===== config.mk =====
export PLATFORM = sky130hd
export DESIGN_NAME = serial_frame_deframer
export DESIGN_NICKNAME = d
export VERILOG_FILES = /design/src/sfd_pkg.sv /design/src/sfd_dp.sv /design/src/sfd_ctrl.sv /design/src/serial_frame_deframer.sv
export SDC_FILE = /design/constraint.sdc
export NUM_CORES = 1
export LEC_CHECK = 0
export BUFFER_PORTS_ARGS = -buffer_cell sky130_fd_sc_hd__buf_2
export CORE_ASPECT_RATIO = 0.8
export CORE_MARGIN = 3
export CORE_UTILIZATION = 35
export DETAILED_ROUTE_END_ITERATION = 12
export GPL_TIMING_DRIVEN = 0
export HOLD_SLACK_MARGIN = 0.12
export PLACE_DENSITY_LB_ADDON = 0.3
export SLEW_MARGIN = 20
export SYNTH_ARGS = -nofsm -noshare
export SYNTH_HDL_FRONTEND = slang
export SYNTH_SLANG_ARGS = --single-unit

===== constraint.sdc =====
create_clock -name clk -period 3.43 [get_ports clk]
set_clock_uncertainty 0.15 [all_clocks]
set_input_delay 0.5145 -clock clk [delete_from_list [all_inputs] [get_ports clk]]
set_output_delay 0.5145 -clock clk [all_outputs]
set_load 0.05 [all_outputs]

===== src/sfd_pkg.sv =====
`default_nettype none

package sfd_pkg;

	localparam int unsigned BUFFER_DEPTH = 32;
	localparam int unsigned IDX_W = (BUFFER_DEPTH > 1) ? $clog2(BUFFER_DEPTH) : 1;
	localparam int unsigned CNT_W = $clog2(BUFFER_DEPTH + 1);
	localparam int unsigned POS_W = 5;

	localparam logic [7:0] HDR_FIRST  = 8'hFE;
	localparam logic [7:0] HDR_SECOND = 8'hEF;
	localparam logic [8:0] SUM_WRAP   = 9'd255;

	typedef enum logic [1:0] {
		ST_OK         = 2'd0,
		ST_NO_HEADER  = 2'd1,
		ST_BAD_LENGTH = 2'd2,
		ST_BAD_SUM    = 2'd3
	} status_t;

	// Commands from the controller to the datapath.
	typedef struct packed {
		logic    hunt_inc;
		logic    hunt_clr;
		logic    len_load;
		logic    pay_wr;
		logic    rd_start;
		logic    rd_issue;
		logic    emit_byte;
		logic    emit_err;
		status_t err_code;
	} cmd_t;

	// Status from the datapath to the controller.
	typedef struct packed {
		logic hdr_first;
		logic hdr_second;
		logic hunt_limit;
		logic len_bad;
		logic fill_done;
		logic sum_match;
		logic rd_last;
		logic out_free;
	} sts_t;

endpackage

`default_nettype wire


===== src/sfd_dp.sv =====
`default_nettype none

module sfd_dp (
	input  wire logic         clk,
	input  wire logic         arst_n,
	input  wire logic [7:0]   rx_byte,
	input  wire sfd_pkg::cmd_t cmd,
	output sfd_pkg::sts_t     sts,
	output logic              m_tvalid,
	input  wire logic         m_tready,
	output logic [15:0]       m_tdata,
	output logic              m_tlast,
	output logic [1:0]        m_tuser
);
	import sfd_pkg::*;

	logic [CNT_W-1:0] hunt_q;
	logic [CNT_W-1:0] frame_len_q;
	logic [CNT_W-1:0] fill_q;
	logic [CNT_W-1:0] rd_q;
	logic [7:0]       sum_q;
	logic [7:0]       rd_data_q;
	logic [7:0]       store_q [BUFFER_DEPTH];

	logic             out_valid_q;
	logic [7:0]       out_byte_q;
	logic [POS_W-1:0] out_pos_q;
	logic             out_last_q;
	logic [1:0]       out_status_q;

	logic [8:0]       sum_ext;
	logic [7:0]       sum_next;

	always_comb begin
		sum_ext = {1'b0, sum_q} + {1'b0, rx_byte};
		if (sum_ext > SUM_WRAP) begin
			sum_ext = sum_ext - SUM_WRAP;
		end
		sum_next = sum_ext[7:0];
	end

	assign sts.hdr_first  = (rx_byte == HDR_FIRST);
	assign sts.hdr_second = (rx_byte == HDR_SECOND);
	assign sts.hunt_limit = ({1'b0, hunt_q} + 1'b1) >= (CNT_W + 1)'(BUFFER_DEPTH);
	assign sts.len_bad    = (rx_byte == 8'd0) || ({1'b0, rx_byte} > 9'(BUFFER_DEPTH));
	assign sts.fill_done  = ({1'b0, fill_q} + 1'b1) >= {1'b0, frame_len_q};
	assign sts.sum_match  = (rx_byte == sum_q);
	assign sts.rd_last    = ({1'b0, rd_q} + 1'b1) == {1'b0, frame_len_q};
	assign sts.out_free   = !out_valid_q || m_tready;

	always_ff @(posedge clk or negedge arst_n) begin
		if (!arst_n) begin
			hunt_q      <= '0;
			frame_len_q <= '0;
			fill_q      <= '0;
			sum_q       <= '0;
			rd_q        <= '0;
		end else begin
			if (cmd.hunt_clr) begin
				hunt_q <= '0;
			end else if (cmd.hunt_inc) begin
				hunt_q <= hunt_q + 1'b1;
			end
			if (cmd.len_load) begin
				frame_len_q <= rx_byte[CNT_W-1:0];
				fill_q      <= '0;
				sum_q       <= '0;
			end else if (cmd.pay_wr) begin
				fill_q <= fill_q + 1'b1;
				sum_q  <= sum_next;
			end
			if (cmd.rd_start) begin
				rd_q <= '0;
			end else if (cmd.emit_byte) begin
				rd_q <= rd_q + 1'b1;
			end
		end
	end

	// Payload buffer: written while the frame arrives, read back one entry at a time.
	always_ff @(posedge clk) begin
		if (cmd.pay_wr) begin
			store_q[fill_q[IDX_W-1:0]] <= rx_byte;
		end
		if (cmd.rd_issue) begin
			rd_data_q <= store_q[rd_q[IDX_W-1:0]];
		end
	end

	always_ff @(posedge clk or negedge arst_n) begin
		if (!arst_n) begin
			out_valid_q <= 1'b0;
		end else if (cmd.emit_byte || cmd.emit_err) begin
			out_valid_q <= 1'b1;
		end else if (m_tready) begin
			out_valid_q <= 1'b0;
		end
	end

	always_ff @(posedge clk) begin
		if (cmd.emit_err) begin
			out_byte_q   <= '0;
			out_pos_q    <= '0;
			out_last_q   <= 1'b1;
			out_status_q <= cmd.err_code;
		end else if (cmd.emit_byte) begin
			out_byte_q   <= rd_data_q;
			out_pos_q    <= POS_W'(rd_q);
			out_last_q   <= sts.rd_last;
			out_status_q <= ST_OK;
		end
	end

	assign m_tvalid = out_valid_q;
	assign m_tdata  = {{(16 - 8 - POS_W){1'b0}}, out_pos_q, out_byte_q};
	assign m_tlast  = out_last_q;
	assign m_tuser  = out_status_q;

	a_write_in_frame: assert property (@(posedge clk) disable iff (!arst_n)
		cmd.pay_wr |-> (fill_q < frame_len_q))
		else $error("payload write beyond the announced length");

	a_read_in_frame: assert property (@(posedge clk) disable iff (!arst_n)
		cmd.emit_byte |-> (rd_q < frame_len_q))
		else $error("replay beyond the stored payload");

	a_err_is_last: assert property (@(posedge clk) disable iff (!arst_n)
		cmd.emit_err |=> (m_tvalid && m_tlast && (m_tdata[7:0] == 8'd0)))
		else $error("error result not marked as a lone last transfer");

	a_no_overwrite: assert property (@(posedge clk) disable iff (!arst_n)
		(cmd.emit_byte || cmd.emit_err) |-> (!out_valid_q || m_tready))
		else $error("output register loaded while its result is still pending");

endmodule

`default_nettype wire


===== src/sfd_ctrl.sv =====
`default_nettype none

module sfd_ctrl (
	input  wire logic          clk,
	input  wire logic          arst_n,
	input  wire logic          s_tvalid,
	output logic               s_tready,
	input  wire sfd_pkg::sts_t sts,
	output sfd_pkg::cmd_t      cmd
);
	import sfd_pkg::*;

	typedef enum logic [6:0] {
		S_HUNT      = 7'b0000001,
		S_HUNT_SEEN = 7'b0000010,
		S_LENGTH    = 7'b0000100,
		S_PAYLOAD   = 7'b0001000,
		S_CHECK     = 7'b0010000,
		S_READ      = 7'b0100000,
		S_EMIT      = 7'b1000000
	} state_t;

	state_t state_q;
	state_t state_d;
	logic   in_phase;
	logic   take;

	assign in_phase = (state_q == S_HUNT) || (state_q == S_HUNT_SEEN) ||
		(state_q == S_LENGTH) || (state_q == S_PAYLOAD) || (state_q == S_CHECK);
	assign s_tready = in_phase && sts.out_free;
	assign take     = s_tvalid && s_tready;

	always_comb begin
		state_d = state_q;
		cmd     = '0;
		cmd.err_code = ST_OK;
		case (state_q)
			S_HUNT, S_HUNT_SEEN: begin
				if (take) begin
					if (sts.hdr_second && (state_q == S_HUNT_SEEN)) begin
						cmd.hunt_clr = 1'b1;
						state_d      = S_LENGTH;
					end else if (sts.hunt_limit) begin
						cmd.hunt_clr = 1'b1;
						cmd.emit_err = 1'b1;
						cmd.err_code = ST_NO_HEADER;
						state_d      = S_HUNT;
					end else begin
						cmd.hunt_inc = 1'b1;
						state_d      = sts.hdr_first ? S_HUNT_SEEN : S_HUNT;
					end
				end
			end
			S_LENGTH: begin
				if (take) begin
					if (sts.len_bad) begin
						cmd.emit_err = 1'b1;
						cmd.err_code = ST_BAD_LENGTH;
						state_d      = S_HUNT;
					end else begin
						cmd.len_load = 1'b1;
						state_d      = S_PAYLOAD;
					end
				end
			end
			S_PAYLOAD: begin
				if (take) begin
					cmd.pay_wr = 1'b1;
					if (sts.fill_done) begin
						state_d = S_CHECK;
					end
				end
			end
			S_CHECK: begin
				if (take) begin
					if (!sts.sum_match) begin
						cmd.emit_err = 1'b1;
						cmd.err_code = ST_BAD_SUM;
						state_d      = S_HUNT;
					end else begin
						cmd.rd_start = 1'b1;
						state_d      = S_READ;
					end
				end
			end
			S_READ: begin
				cmd.rd_issue = 1'b1;
				state_d      = S_EMIT;
			end
			S_EMIT: begin
				if (sts.out_free) begin
					cmd.emit_byte = 1'b1;
					state_d       = sts.rd_last ? S_HUNT : S_READ;
				end
			end
			default: begin
				cmd.hunt_clr = 1'b1;
				state_d      = S_HUNT;
			end
		endcase
	end

	always_ff @(posedge clk or negedge arst_n) begin
		if (!arst_n) begin
			state_q <= S_HUNT;
		end else begin
			state_q <= state_d;
		end
	end

endmodule

`default_nettype wire


===== src/serial_frame_deframer.sv =====
`default_nettype none

// Serial frame deframer. Each input transfer carries one received byte. The block
// hunts for the header FE EF, takes a length byte of 1 to BUFFER_DEPTH (32), stores
// that many payload bytes and compares the next byte with a running sum of the
// payload, where 255 is subtracted whenever the sum passes 255. A good frame is
// replayed as one output transfer per payload byte, with tlast on the final byte.
// A hunt that runs BUFFER_DEPTH bytes without a header, a bad length or a checksum
// mismatch each give a single output transfer with tlast set, a zero payload and
// the error code in tuser, after which hunting starts over. Header, length and
// payload bytes are taken one per cycle whenever the output register is free. The
// replay passes each payload byte through the registered read of the payload
// buffer and then the load of the output register, which waits while it is busy,
// and no input byte is taken until the replay of a frame has finished.
module serial_frame_deframer (
	input  wire logic        clk,
	input  wire logic        arst_n,
	input  wire logic        s_tvalid,
	output logic             s_tready,
	input  wire logic [7:0]  s_tdata,   // [7:0] rx_byte
	output logic             m_tvalid,
	input  wire logic        m_tready,
	output logic [15:0]      m_tdata,   // [7:0] payload_byte, [12:8] byte_position
	output logic             m_tlast,   // last_of_run
	output logic [1:0]       m_tuser    // [1:0] status
);
	import sfd_pkg::*;

	cmd_t cmd;
	sts_t sts;

	// The controller sequences the frame phases and the replay.
	sfd_ctrl u_ctrl (
		.clk      (clk),
		.arst_n   (arst_n),
		.s_tvalid (s_tvalid),
		.s_tready (s_tready),
		.sts      (sts),
		.cmd      (cmd)
	);

	// The datapath holds the counters, the checksum, the payload buffer and the
	// output register.
	sfd_dp u_dp (
		.clk      (clk),
		.arst_n   (arst_n),
		.rx_byte  (s_tdata),
		.cmd      (cmd),
		.sts      (sts),
		.m_tvalid (m_tvalid),
		.m_tready (m_tready),
		.m_tdata  (m_tdata),
		.m_tlast  (m_tlast),
		.m_tuser  (m_tuser)
	);

endmodule

`default_nettype wire


==> flow_summary.ini <==
[status]
status = complete, no violations

[global_route]
met3_usage_pct = 2.54
grt_pass1_wl_um = 47500
antenna_found_initial = 1
top_usage_layer = met2
grt_start_max_net_pins = 41
grt_pass1_vias = 7699
overflow = 0
track_usage_pct = 14.9
met1_usage_pct = 22.3
grt_use_met2_pct = 23.1

[hold_path]
hp-class = input port to register

[route]
ant_nets = 0
wirelength_um = 30700
dr.pass1.iters = 5
wl_per_cell_um = 21.2
vias = 7464
drt_iter0_drc = 726
drcViolationCount = 0
vias_per_cell = 5.15

[critical_path]
worstPathRequired_ps = 3470
crit_type = register to register
path_buf_inv = 1
arrival_ps = 3450
cp-start-kind = register
slowest_stage = nor2_1
crit_fanout = 10
crit_family = simple AND/OR/NAND/NOR gates
end_kind = register
max_stage_delay_ps = 790
crit_chain = buf_2 -> nor4_2 -> nand3_1 -> nor2_2 -> nand2_1 -> nor2_1

[floorplan]
pin_count = 33
std_cell_rows = 64
die_h_um = 183
die_x_um = 228
core-area_sq_mm = 0.0385
initial_core_util_pct = 35.8
die_area_sq_mm = 0.0418

[yosys]
synth_area_leaders = edfxtp_1, mux4_2, dfrtp_1, mux4_1, dfxtp_1
ys_seq_elements = 320
yosys_warnings = 0
synth_cell_type_count = 67
netlist_area_sq_mm = 0.0138
yosysTopAreaCell = edfxtp_1
yosys.area.top_type_share_pct = 58.0
synth-edff-count = 266
syn_inst = 831
synthFlopType = edfxtp_1
syn_avg_cell_area_sq_um = 16.6
synthArstFlopShare_pct = 12.5
ys_seq_area_share_pct = 67.3

[final_layout]
drive_above_1_share_pct = 22.6
most-common-layout-cells = edfxtp_1, nand2_1, mux4_2
fillers = 3492
final_common_cell = edfxtp_1
final_nets = 930
multi_input_area_sq_mm = 0.00428
area_growth_pct = 13.8
antenna_cells = 0
post-route-util_pct = 40.7
fin_cells = 1449
seqCellArea_sq_mm = 0.00927

[job]
drv_cap = 0

[sta]
finalMaxSlewViolations = 0
fin_crit_sh_pct = 99.4
min_period_ps = 3410
setup_viol = 0
max_freq_mhz = 293
tightest_slew_ps = 962
slew_headroom_pct = 35.8
finalHoldViolations = 0
rsz0062_at_grt = yes

[clocking]
cts_buffer_depth = 3
cts-root-buf = clkbuf_16
clk_pin_slew_worst_paths_ps = 60
clock-sinks = 320
worstSkewPairLatency_ps = 570
post_cts_buffers = 0
cts.htree.levels = 1
cts_tree = yes
cts_inserted_buffers = 31

[place]
place.gp.congestion = 0.788
dp.cells = 1390
post-dp-hpwl_um = 20400
port_buffers = 29

[pwr]
power_density_mw_per_mm2 = 525
p_leak_uw = 0.00530
ir_worst_vdd_uv = 373
routing by layer:
metal | routed length, um | vias to the layer above
li1 | - | 3413
met1 | 15000 | 3825
met2 | 13600 | 187
met3 | 1620 | 39
met4 | 566 | 0
met5 | 0 | -
logic make-up (layout without fill, tap and decap cells):
kind of cell,after synthesis,count (layout),synth area share [%]
adder cells (fa/ha/maj),22,22,2.05
other,1,3,0.0272
AND/OR/NAND/NOR,218,218,7.91
buffers and inverters,53,141,2.01
flip-flops,320,320,67.3
multiplexers,95,95,14.7
XOR/XNOR,28,28,1.78
AO/OA/AOI/OAI,94,94,4.21
flip-flops by register name (all words and copies together) (netlist names):
register          count
u_dp.store_q        256
u_dp.out_byte_q       8
u_dp.rd_data_q        8
u_dp.sum_q            8
u_ctrl.state_q        7
u_dp.fill_q           6
u_dp.frame_len_q      6
u_dp.hunt_q           6
u_dp.rd_q             6
u_dp.out_pos_q        5
u_dp.m_tuser          2
u_dp.m_tlast          1
u_dp.m_tvalid         1
final timing paths:
path                                        start                  to  slack [ps]  depth (start not counted)
worst min-delay path                     m_tready   u_ctrl.state_q[6]         190                          3
worst min register to register  u_dp.out_pos_q[3]   u_dp.out_pos_q[3]         300                          2
min in group asynchronous                  arst_n       u_dp.m_tvalid         480                          2
worst max-delay path            u_ctrl.state_q[1]  u_dp.store_q[0][1]          20                          6
worst max register to register  u_ctrl.state_q[1]  u_dp.store_q[0][1]          20                          6
max in group asynchronous                  arst_n       u_dp.sum_q[7]        2030                          2
power by group:
group / total, uW / internal (uW) / switching, uW
Sequential: 4290 / 4250 / 35.2
Combinational: 516 / 174 / 342
Clock: 3430 / 1960 / 1460
what timing repair did:
| item | CTS | global route |
|---|---|---|
| hold buffers | 1 | 0 |
| gates resized for setup | 2 | 19 |
| endpoints found under the hold margin | 39 | 0 |
| endpoints found under the setup margin | 14 | 244 |
synthesized netlist by cell type (6+ instances only):
cell,number
edfxtp_1,266
nand2_1,73
mux4_2,65
nor2_1,56
dfrtp_1,39
a21oi_1,26
ha_1,21
nand3_1,17
clkbuf_1,16
inv_1,16
o21ai_0,16
mux4_1,15
dfxtp_1,14
o21ai_1,14
xnor2_1,14
xor2_1,14
buf_2,9
mux2_2,9
o22ai_1,9
and3_1,8
a21o_1,7
or3_1,7
nand4_1,6
nor3_1,6
worst register-to-register path: cells and delay by family (launching register included):
| family | cells | cell delay [ps] |
|---|---|---|
| AND/OR/NAND/NOR | 5 | 2320 |
| flip-flops | 1 | 380 |
| buffers and inverters | 1 | 190 |
stage by stage:
step	hold slack, ps	power [uW]	setup TNS, ps	setup WS (ps)	cell area (sq um)
after global placement	291	4870	-162	-62.2	14600
final	194	8230	0	19.4	15700
after floorplan	68.9	4710	0	714	13800
after detailed placement	299	4880	-607	-114	14600
after global routing	177	8510	-14730	-199	15700
after CTS	150	8300	0	1.40	15600
layout make-up:
| type | instances | area share, % |
|---|---|---|
| Sequential cell | 320 | 59.2 |
| Multi-Input combinational cell | 460 | 27.3 |
| Clock buffer | 42 | 5.41 |
| Tap cell | 528 | 4.22 |
| Buffer | 37 | 1.40 |
| Clock inverter | 16 | 1.11 |
| Timing Repair Buffer | 30 | 0.990 |
| Inverter | 16 | 0.383 |
No activity file was read; power rests on OpenSTA's default activity.
